## src/hdl/shs_pkg.sv

```systemverilog
// Shared types and constants of the SHA-256 stream hasher.
package shs_pkg;

    localparam int unsigned BlockBytes = 64;
    localparam int unsigned WordBits   = 32;
    localparam int unsigned Words      = 8;
    localparam int unsigned LenOffset  = 56;

    localparam logic [7:0] PadMarker = 8'h80;

    typedef enum logic [5:0] {
        S_IDLE  = 6'b000001,
        S_PAD   = 6'b000010,
        S_LOAD  = 6'b000100,
        S_ROUND = 6'b001000,
        S_FOLD  = 6'b010000,
        S_OUT   = 6'b100000
    } t_state;

    typedef struct packed {
        logic init;
        logic load;
        logic step;
    } t_rctl;

    localparam logic [31:0] InitWords [Words] = '{
        32'h6a09e667, 32'hbb67ae85, 32'h3c6ef372, 32'ha54ff53a,
        32'h510e527f, 32'h9b05688c, 32'h1f83d9ab, 32'h5be0cd19
    };

    localparam logic [31:0] RoundK [64] = '{
        32'h428a2f98, 32'h71374491, 32'hb5c0fbcf, 32'he9b5dba5,
        32'h3956c25b, 32'h59f111f1, 32'h923f82a4, 32'hab1c5ed5,
        32'hd807aa98, 32'h12835b01, 32'h243185be, 32'h550c7dc3,
        32'h72be5d74, 32'h80deb1fe, 32'h9bdc06a7, 32'hc19bf174,
        32'he49b69c1, 32'hefbe4786, 32'h0fc19dc6, 32'h240ca1cc,
        32'h2de92c6f, 32'h4a7484aa, 32'h5cb0a9dc, 32'h76f988da,
        32'h983e5152, 32'ha831c66d, 32'hb00327c8, 32'hbf597fc7,
        32'hc6e00bf3, 32'hd5a79147, 32'h06ca6351, 32'h14292967,
        32'h27b70a85, 32'h2e1b2138, 32'h4d2c6dfc, 32'h53380d13,
        32'h650a7354, 32'h766a0abb, 32'h81c2c92e, 32'h92722c85,
        32'ha2bfe8a1, 32'ha81a664b, 32'hc24b8b70, 32'hc76c51a3,
        32'hd192e819, 32'hd6990624, 32'hf40e3585, 32'h106aa070,
        32'h19a4c116, 32'h1e376c08, 32'h2748774c, 32'h34b0bcb5,
        32'h391c0cb3, 32'h4ed8aa4a, 32'h5b9cca4f, 32'h682e6ff3,
        32'h748f82ee, 32'h78a5636f, 32'h84c87814, 32'h8cc70208,
        32'h90befffa, 32'ha4506ceb, 32'hbef9a3f7, 32'hc67178f2
    };

endpackage

```

## src/hdl/shs_ram.sv

```systemverilog
// Generic simple dual-port RAM with registered read.
module shs_ram #(
    parameter int unsigned Width = 8,
    parameter int unsigned Depth = 64
) (
    input  logic                     i_clk,
    input  logic                     i_we,
    input  logic [$clog2(Depth)-1:0] i_waddr,
    input  logic [Width-1:0]         i_wdata,
    input  logic [$clog2(Depth)-1:0] i_raddr,
    output logic [Width-1:0]         o_rdata
);

    logic [Width-1:0] r_mem [Depth];
    logic [Width-1:0] r_rdata;

    always_ff @(posedge i_clk) begin
        if (i_we) begin
            r_mem[i_waddr] <= i_wdata;
        end
        r_rdata <= r_mem[i_raddr];
    end

    assign o_rdata = r_rdata;

endmodule

```

## src/hdl/shs_round.sv

```systemverilog
// Compression round unit: working variables, message schedule window and one round.
module shs_round (
    input  logic               i_clk,
    input  shs_pkg::t_rctl     i_ctl,
    input  logic [7:0]         i_byte,
    input  logic [31:0]        i_hash [shs_pkg::Words],
    input  logic [31:0]        i_k,
    output logic [31:0]        o_work [shs_pkg::Words]
);

    logic [31:0]  r_v [shs_pkg::Words];
    logic [511:0] r_win;
    logic [31:0]  w0, w1, w9, w14, w_new, t1, t2;
    logic [31:0]  s0, s1, bs0, bs1, ch, maj;

    function automatic logic [31:0] ror(input logic [31:0] v, input int unsigned n);
        ror = (v >> n) | (v << (32 - n));
    endfunction

    always_comb begin
        w0  = r_win[511:480];
        w1  = r_win[479:448];
        w9  = r_win[223:192];
        w14 = r_win[63:32];
        s0  = ror(w1, 7) ^ ror(w1, 18) ^ (w1 >> 3);
        s1  = ror(w14, 17) ^ ror(w14, 19) ^ (w14 >> 10);
        w_new = w0 + s0 + w9 + s1;
        bs1 = ror(r_v[4], 6) ^ ror(r_v[4], 11) ^ ror(r_v[4], 25);
        ch  = (r_v[4] & r_v[5]) ^ (~r_v[4] & r_v[6]);
        bs0 = ror(r_v[0], 2) ^ ror(r_v[0], 13) ^ ror(r_v[0], 22);
        maj = (r_v[0] & r_v[1]) ^ (r_v[0] & r_v[2]) ^ (r_v[1] & r_v[2]);
        t1  = r_v[7] + bs1 + ch + i_k + w0;
        t2  = bs0 + maj;
    end

    always_ff @(posedge i_clk) begin
        if (i_ctl.init) begin
            r_v <= i_hash;
        end else if (i_ctl.step) begin
            r_v[7] <= r_v[6];
            r_v[6] <= r_v[5];
            r_v[5] <= r_v[4];
            r_v[4] <= r_v[3] + t1;
            r_v[3] <= r_v[2];
            r_v[2] <= r_v[1];
            r_v[1] <= r_v[0];
            r_v[0] <= t1 + t2;
        end
        // The window holds w[t..t+15]; the first byte loaded ends up most significant.
        if (i_ctl.load) begin
            r_win <= {r_win[503:0], i_byte};
        end else if (i_ctl.step) begin
            r_win <= {r_win[479:0], w_new};
        end
    end

    assign o_work = r_v;

endmodule

```

## src/hdl/sha256_stream_hasher.sv

```systemverilog
// SHA-256 stream hasher: one message byte per input transaction, digest as eight words.
//
// Input channel: i_in_valid / o_in_stall with i_req_type and i_data_byte. A transaction
// with i_req_type 0 appends i_data_byte; with i_req_type 1 it finishes the message.
// Output channel: o_out_valid / i_out_stall with o_digest_word, o_word_index and
// o_last_word. A finish yields eight transactions, word 0 first, the last one flagged.
// A byte that does not complete a block does not stall the input. A byte that
// completes a block keeps the input stalled while the 64 buffered bytes are read
// out of the block RAM into the schedule window, 64 rounds run through the single
// round unit and the result is added into the chaining words. A finish pushes 9 to
// 72 padding bytes, one per cycle outside compressions, and runs one or two
// compressions; the digest words then leave one per cycle while not stalled.
// While the receiver stalls, the current word is held and no input is taken.
// After the last word the chaining words, fill count and length return to their
// initial values. Synchronous active-low reset puts the block in the same state.
module sha256_stream_hasher (
    input  logic        i_clk,
    input  logic        i_rst_n,
    input  logic        i_in_valid,
    output logic        o_in_stall,
    input  logic        i_req_type,
    input  logic [7:0]  i_data_byte,
    output logic        o_out_valid,
    input  logic        i_out_stall,
    output logic [31:0] o_digest_word,
    output logic [2:0]  o_word_index,
    output logic        o_last_word
);

    shs_pkg::t_state r_state, n_state;
    logic [5:0]  r_fill;
    logic [63:0] r_len;
    logic [63:0] r_bits;
    logic [6:0]  r_cnt;
    logic        r_pad, r_mark, r_lph;
    logic [3:0]  r_lcnt;
    logic [2:0]  r_widx;
    logic [31:0] r_hash [shs_pkg::Words];

    logic        in_acc, out_acc, push, pad_done;
    logic [7:0]  push_byte, pad_byte, rd_byte;
    logic [31:0] work [shs_pkg::Words];
    shs_pkg::t_rctl rctl;

    assign in_acc  = (r_state == shs_pkg::S_IDLE) && i_in_valid;
    assign out_acc = (r_state == shs_pkg::S_OUT) && !i_out_stall;
    assign pad_done = (r_lcnt == 4'd8);

    always_comb begin
        if (!r_mark) begin
            pad_byte = shs_pkg::PadMarker;
        end else if (!r_lph && r_fill != 6'(shs_pkg::LenOffset)) begin
            pad_byte = 8'h00;
        end else begin
            pad_byte = r_bits[63:56];
        end
    end

    assign push = (in_acc && !i_req_type) || (r_state == shs_pkg::S_PAD);
    assign push_byte = (r_state == shs_pkg::S_PAD) ? pad_byte : i_data_byte;

    shs_ram #(
        .Width (8),
        .Depth (shs_pkg::BlockBytes)
    ) u_buf (
        .i_clk   (i_clk),
        .i_we    (push),
        .i_waddr (r_fill),
        .i_wdata (push_byte),
        .i_raddr (r_cnt[5:0]),
        .o_rdata (rd_byte)
    );

    always_comb begin
        rctl.init = (r_state == shs_pkg::S_LOAD) && (r_cnt == 7'd0);
        rctl.load = (r_state == shs_pkg::S_LOAD) && (r_cnt != 7'd0);
        rctl.step = (r_state == shs_pkg::S_ROUND);
    end

    shs_round u_round (
        .i_clk  (i_clk),
        .i_ctl  (rctl),
        .i_byte (rd_byte),
        .i_hash (r_hash),
        .i_k    (shs_pkg::RoundK[r_cnt[5:0]]),
        .o_work (work)
    );

    always_comb begin
        n_state = r_state;
        unique case (r_state)
            shs_pkg::S_IDLE: begin
                if (in_acc) begin
                    if (i_req_type) begin
                        n_state = shs_pkg::S_PAD;
                    end else if (r_fill == 6'(shs_pkg::BlockBytes - 1)) begin
                        n_state = shs_pkg::S_LOAD;
                    end
                end
            end
            shs_pkg::S_PAD: begin
                if (r_fill == 6'(shs_pkg::BlockBytes - 1)) begin
                    n_state = shs_pkg::S_LOAD;
                end
            end
            shs_pkg::S_LOAD: begin
                if (r_cnt == 7'(shs_pkg::BlockBytes)) begin
                    n_state = shs_pkg::S_ROUND;
                end
            end
            shs_pkg::S_ROUND: begin
                if (r_cnt == 7'd63) begin
                    n_state = shs_pkg::S_FOLD;
                end
            end
            shs_pkg::S_FOLD: begin
                if (r_pad && pad_done) begin
                    n_state = shs_pkg::S_OUT;
                end else if (r_pad) begin
                    n_state = shs_pkg::S_PAD;
                end else begin
                    n_state = shs_pkg::S_IDLE;
                end
            end
            shs_pkg::S_OUT: begin
                if (out_acc && r_widx == 3'd7) begin
                    n_state = shs_pkg::S_IDLE;
                end
            end
            default: n_state = shs_pkg::S_IDLE;
        endcase
    end

    always_ff @(posedge i_clk) begin
        if (!i_rst_n) begin
            r_state <= shs_pkg::S_IDLE;
            r_fill  <= '0;
            r_len   <= '0;
            r_cnt   <= '0;
            r_pad   <= 1'b0;
            r_mark  <= 1'b0;
            r_lph   <= 1'b0;
            r_lcnt  <= '0;
            r_widx  <= '0;
            r_hash  <= shs_pkg::InitWords;
        end else begin
            r_state <= n_state;
            if (push) begin
                r_fill <= r_fill + 6'd1;
            end
            if (in_acc && !i_req_type) begin
                r_len <= r_len + 64'd1;
            end
            if (in_acc && i_req_type) begin
                r_bits <= {r_len[60:0], 3'b000};
                r_pad  <= 1'b1;
                r_mark <= 1'b0;
                r_lph  <= 1'b0;
                r_lcnt <= '0;
            end
            if (r_state == shs_pkg::S_PAD) begin
                if (!r_mark) begin
                    r_mark <= 1'b1;
                end else if (r_lph || r_fill == 6'(shs_pkg::LenOffset)) begin
                    r_lph  <= 1'b1;
                    r_bits <= {r_bits[55:0], 8'h00};
                    r_lcnt <= r_lcnt + 4'd1;
                end
            end
            if (r_state != n_state) begin
                r_cnt <= '0;
            end else if (r_state == shs_pkg::S_LOAD || r_state == shs_pkg::S_ROUND) begin
                r_cnt <= r_cnt + 7'd1;
            end
            if (r_state == shs_pkg::S_FOLD) begin
                for (int i = 0; i < shs_pkg::Words; i++) begin
                    r_hash[i] <= r_hash[i] + work[i];
                end
            end
            if (out_acc) begin
                r_widx <= r_widx + 3'd1;
                if (r_widx == 3'd7) begin
                    r_hash <= shs_pkg::InitWords;
                    r_fill <= '0;
                    r_len  <= '0;
                    r_pad  <= 1'b0;
                end
            end
        end
    end

    assign o_in_stall    = (r_state != shs_pkg::S_IDLE);
    assign o_out_valid   = (r_state == shs_pkg::S_OUT);
    assign o_digest_word = r_hash[r_widx];
    assign o_word_index  = r_widx;
    assign o_last_word   = (r_widx == 3'd7);

endmodule

```

## config.mk

```make
export PLATFORM = sky130hd
export DESIGN_NAME = sha256_stream_hasher
export DESIGN_NICKNAME = d
export VERILOG_FILES = /design/src/hdl/shs_pkg.sv /design/src/hdl/shs_ram.sv /design/src/hdl/shs_round.sv /design/src/hdl/sha256_stream_hasher.sv
export SDC_FILE = /design/constraint.sdc
export NUM_CORES = 2
export LEC_CHECK = 0
export ABC_AREA = 1
export BUFFER_PORTS_ARGS = -buffer_cell sky130_fd_sc_hd__buf_2
export CAP_MARGIN = 20
export CELL_PAD_IN_SITES_DETAIL_PLACEMENT = 0
export CELL_PAD_IN_SITES_GLOBAL_PLACEMENT = 1
export CORE_MARGIN = 8
export CORE_UTILIZATION = 53
export DETAILED_ROUTE_END_ITERATION = 16
export PLACE_DENSITY = 0.95
export REMOVE_ABC_BUFFERS = 1
export SKIP_LAST_GASP = 1
export SLEW_MARGIN = 25
export SYNTH_ARGS = -nofsm -noshare
export SYNTH_HDL_FRONTEND = slang
export SYNTH_HIERARCHICAL = 1
export SYNTH_SLANG_ARGS = --single-unit
```

## constraint.sdc

```tcl
create_clock -name i_clk -period 37.9 [get_ports i_clk]
set_input_delay 5.685 -clock i_clk [delete_from_list [all_inputs] [get_ports i_clk]]
set_output_delay 5.685 -clock i_clk [all_outputs]
set_load 0.1 [all_outputs]
```

Word level (Yosys, flattened, before mapping) --
Memory sizes are Yosys's and may differ from the RTL's. A register that Yosys moved wholly into a read port is not among the register bits. Index checks and enable logic that the tools add are counted.
Word-level totals: memories 2, ROM bits 2048, bits in registers 1181, RAM bits 512, output and inout bits 38, input bits 13, word-level logic and storage cells 169
Operators by class: order comparisons 2, multiplexer cells 50, bitwise logic cells 30, eq/ne operators 15, reduce and logical (&&, ||, !) cells 20, $add $sub $neg 23
Memory list:
- (name not given) | words 64, bits a word 32, rd ports 1, clocked after Yosys merged registers in 0, wr ports 0, RTL line sha256_stream_hasher.sv:85 | .i_k (shs_pkg::RoundK[r_cnt[5:0]]),
- u_buf.r_mem | words 64, bits a word 8, rd ports 1, clocked after Yosys merged registers in 1, wr ports 1, RTL line shs_ram.sv:14 | logic [Width-1:0] r_mem [Depth];
Operator list (count):
- $mux 256 | 5
- $mux 512 | 2
- $add 32x32->32 | 18
- $mux 64 | 7
- $xor 32x32->32 | 9
- $and 32x32->32 | 5
- $mux 32 | 4
- $bmux 32 s3 | 1
- $add 64x1->64 const B | 1
- $mux 6 | 10
- $pmux 6 s6 | 1
- $not 32->32 | 1
- $or 10x32->32 | 1
- $or 13x32->32 | 1
- $or 14x32->32 | 1
- $or 15x32->32 | 1
- $or 19x32->32 | 1
- $or 21x32->32 | 1
- $or 25x32->32 | 1
- $or 26x32->32 | 1
- $or 30x32->32 | 1
- $or 7x32->32 | 1
- $xor 32x22->32 | 1
- $xor 32x29->32 | 1
- other kinds (33) | 64

Longest topological paths before layout --
word-level depth 10, depth in mapped cells 45, gate-level depth less buffers 44

By module --
The synthesis kept the hierarchy.
Modules (own cells, without submodules):
- shs_round | sequential area each 23062.1 sq um, cells each 5365, area an instance 47929.7 sq um, times used 1
- sha256_stream_hasher | sequential area each 8848.5 sq um, cells each 6745, area an instance 39270.2 sq um, times used 1
- shs_ram | sequential area each 15534.9 sq um, cells each 1805, area an instance 21339.2 sq um, times used 1

Worst setup path before layout --
Ideal clock, no wire load.
path type register -> register, start register r_cnt[1], end register u_round.r_win[0], enable pin, data required time 34236 ps, path slack 23685 ps, period minus slack after synthesis 14215 ps, data arrival time 10551 ps, cell stages (with the launch flop) 14, library setup time 3664 ps, path buffers 6, cell sequence dfxtp_1 clkbuf_1 inv_1 ha_1 clkbuf_1 nand2_1 nor2_1 a21oi_1 buf_2 inv_2 clkbuf_1 buf_2 buf_2 nand2_1
RTL lines:
- start, declared | RTL line sha256_stream_hasher.sv:34 | logic [6:0] r_cnt;
- start signal, assigned | RTL line sha256_stream_hasher.sv:173 | r_cnt <= r_cnt + 7'd1;
- end signal, assigned | RTL line shs_round.sv:51 | r_win <= {r_win[503:0], i_byte};
- end signal, assigned | RTL line shs_round.sv:53 | r_win <= {r_win[479:0], w_new};
- end, declared | RTL line shs_round.sv:12 | logic [511:0] r_win;

Worst setup path in the final report --
start register r_widx[0] (netlist: o_word_index[0]), end output o_digest_word[2]
Between the ends: word-level cells in the longest chain between the ends 4
RTL lines:
- start, declared | RTL line sha256_stream_hasher.sv:37 | logic [2:0] r_widx;
- start signal, assigned | RTL line sha256_stream_hasher.sv:181 | r_widx <= r_widx + 3'd1;
- $not 3->4 (not written as such) | RTL line sha256_stream_hasher.sv:194 | assign o_digest_word = r_hash[r_widx];
- $bmux 32 s3 | RTL line sha256_stream_hasher.sv:194
- $mux 32 (not written as such) (2 in a row) | RTL line sha256_stream_hasher.sv:194
- end, declared | RTL line sha256_stream_hasher.sv:25 | output logic [31:0] o_digest_word,
No other way between the ends. The select of a mux whose other input is x is not followed.

==> reports/metrics.yaml <==
holdPathStages: 2
cts-buffers-inserted: 186
finalNonFillerCells: 16577
synthCells: 13915
min_from: "r_lph"
cp_cell_sequence: "buf_4 -> buf_4 -> o21ai_0 -> o22ai_1 -> nor2_1 -> a31oi_1 -> buf_2"
antenna_found_initial: 17
clock.fmax_mhz: 94.4
grt_usage_pct: 36.1
finalHoldViolCount: 0
clkSlewWorstSetupHoldPaths_ps: 60
status: "finished clean"
placed_area_um2: 110000
root_buffer: "clkbuf_16"
synth_area_per_cell_um2: 7.80
relSlewSlack_pct: 13.1
crit_top_cell: "buf_4"
rsz0062_at_grt: "no"
ir_drop_mv: 0.0464
ys_types: 77
num_rows: 166
tightest_slew_ps: 1290
drive_gt1_share_pct: 4.48
syn_area_um2: 109000
cts_hold_buf: 0
dieHeight_um: 469
firstDrtPassIters: 7
ctsResizeCount: 0
hold_end: "r_lph"
grt_pass1_wl_um: 596000
final_cell_area_um2: 117000
place.gp.congestion: 1.04
die-area_um2: 220000
reg2reg_depth: 38
wirelength_um: 409000
grt_max_degree: 218
clock_latency_ps: 860
finalSetupTns_ps: 0
ys_top_cells_by_area: "edfxtp_1, nand2_1, dfxtp_1"
hold-worst-slack_ps: 467
clock_path_buffers: 3
cts_tree: "built"
rr_startpoint: "r_cnt[2]"
cpLargestDelayFamily: "buffers and inverters"
grt_overflow: 0
powerDensity_nw_per_um2: 34.3
setup_violations: 0
ff_latch_area_um2: 47500
nFillCells: 18778
grt_pass1_vias: 91622
yosys.area.top_type: "edfxtp_1"
worst-path-buf-inv: 3
htree_levels: 4
num_io_pins: 51
post-cts-setup-buffers: 0
fin_skew_ps: 80.0
total_leakage_power_uw: 0.0499
worst_setup_path_start_kind: "flip-flop"
multiInputGateArea_um2: 51600
reg2reg_slack_ps: 28070
critPathRequiredTime_ps: 32220
viasPerCell: 5.92
syn2layout_area_growth_pct: 7.81
worstSetupPathType: "flip-flop to output port"
synth.ff_latch_count: 1698
total_power_uw: 4020
period_needed_ps: 10600
crit_arrival_ps: 4910
vias: 98057
portBuffers: 50
synth-edff-count: 1344
hold_class: "flip-flop to flip-flop"
crit_path_top_delay_cell: "buf_4"
synth.top_cell.area_share_pct: 37.2
drv_cap: 0
cp_max_fo: 76
drc: 0
place_inst: 16209
dp_hpwl_um: 304000
drt-initial-drc-count: 13172
worst_path_largest_cell_delay_ps: 800
min_period_over_period_pct: 28.0
wl_per_cell_um: 24.7
start_util_pct: 53.2
die_width_um: 469
finalMaxSlewViolations: 0
core_area_um2: 204000
cts_sinks: 1698
nets: 14319
yosys_warnings: 6
rr_endpoint: "u_round/o_work[248]"
async_flop_share_pct: 0
startpoint: "o_word_index[0]"
end_kind: "output port"
synth_flop_cell: "edfxtp_1"
seq_area_frac_synth_pct: 43.7
ant_nets: 0
==> tightest hold or removal path: cells and delay by family (launching register included) <==
family,cells,cell delay (ps)
AOI/OAI and AO/OA,1,50
DFF,1,310
and+or+nand+nor,1,60
==> cell type report <==
class / count / share of cell area (%)
Clock inverter: 112 / 1.27
Tap cell: 2688 / 2.87
Multi-Input combinational cell: 9813 / 44.1
Clock buffer: 238 / 4.27
Inverter: 1873 / 6.04
Sequential cell: 1698 / 40.6
Antenna cell: 15 / 0.0321
Timing Repair Buffer: 140 / 0.888
==> metal layers <==
metal  routed length [um]  track usage (%)  up-vias  part of all wire, %
met3                44400             7.67      819                   11
met1               170000             51.2    46629                   42
met4                20000             14.4       14                  4.9
met5                   96                0        -                0.023
met2               174000             54.2     5363                   43
li1                     -                -    45232                    -
==> logic make-up after synthesis <==
kind of cell               Yosys count  share of synthesized area (%)
DFF                               1698                           43.7
AOI/OAI and AO/OA                 2277                           11.3
xor gates and xnor gates           350                           2.83
and+or+nand+nor                   6591                           25.1
adders and majority gates          595                           8.21
buffers and inverters             2404                           8.88
==> metrics by stage <==
stage | util, % | setup slack, ps
4_1_cts | 57.2 | 27440
6_report | 57.3 | 27300
3_3_place_gp | 54.0 | 27970
3_5_place_dp | 54.1 | 28320
2_1_floorplan | - | -17380
5_1_grt | 57.3 | 27290
==> cell usage after synthesis (178+ instances only) <==
cell type / n
nor2_1: 999
nand2_1: 4083
dfxtp_1: 354
o21ai_0: 1213
xnor2_1: 178
clkbuf_1: 273
inv_1: 1847
fa_1: 195
edfxtp_1: 1344
a21oi_1: 676
nand3_1: 1070
ha_1: 399
==> layout by cell type (no fill, tap or decap), types with 14 or more instances in the layout <==
cell	count
o21ai_1	62
diode_2	15
a21oi_1	675
buf_2	50
nor2_1	997
a31oi_1	52
nor3_1	114
bufinv_16	23
o21a_1	24
edfxtp_1	1344
inv_1	1843
dfxtp_1	347
o211ai_1	59
nor4_1	21
clkbuf_1	41
nand2_2	15
fa_1	195
and2_1	14
buf_4	80
o21ai_0	1206
nand4_1	116
clkinv_1	37
clkbuf_16	189
o22ai_1	28
clkinv_2	27
a21o_1	14
nand2_1	4081
xor2_1	170
nand3b_1	24
or2_2	74
nand3_1	1069
ha_1	399
nor2_2	14
o21bai_1	55
xnor2_1	178
inv_2	14
==> power by group <==
part	leakage [uW]	switching [uW]	internal, uW
Sequential	0.0146	12.2	2010
Clock	0.00309	808	1100
Combinational	0.0322	61.8	18.5
==> worst max-delay path by stage <==
| stage | endpoint | slack (ps) | cells past startpoint |
|---|---|---|---|
| after floorplan | u_round/r_win[0] | -17380 | 7 |
| after global placement | o_digest_word[4] | 27970 | 5 |
| after detailed placement | o_digest_word[20] | 28320 | 7 |
| after CTS | o_digest_word[20] | 27440 | 7 |
| after global routing | o_digest_word[20] | 27290 | 7 |
| final | o_digest_word[2] | 27300 | 7 |
==> sequential cells by signal, summed over array words and instances (netlist names) <==
name	count
o_word_index	3
r_bits	64
r_cnt	7
r_fill	6
r_hash	256
r_lcnt	4
r_len	61
r_lph	1
r_mark	1
r_pad	1
r_state	6
u_buf/o_rdata	8
u_buf/r_mem	512
u_round/o_work	256
u_round/r_win	512
No activity file was read; power rests on OpenSTA's default activity.
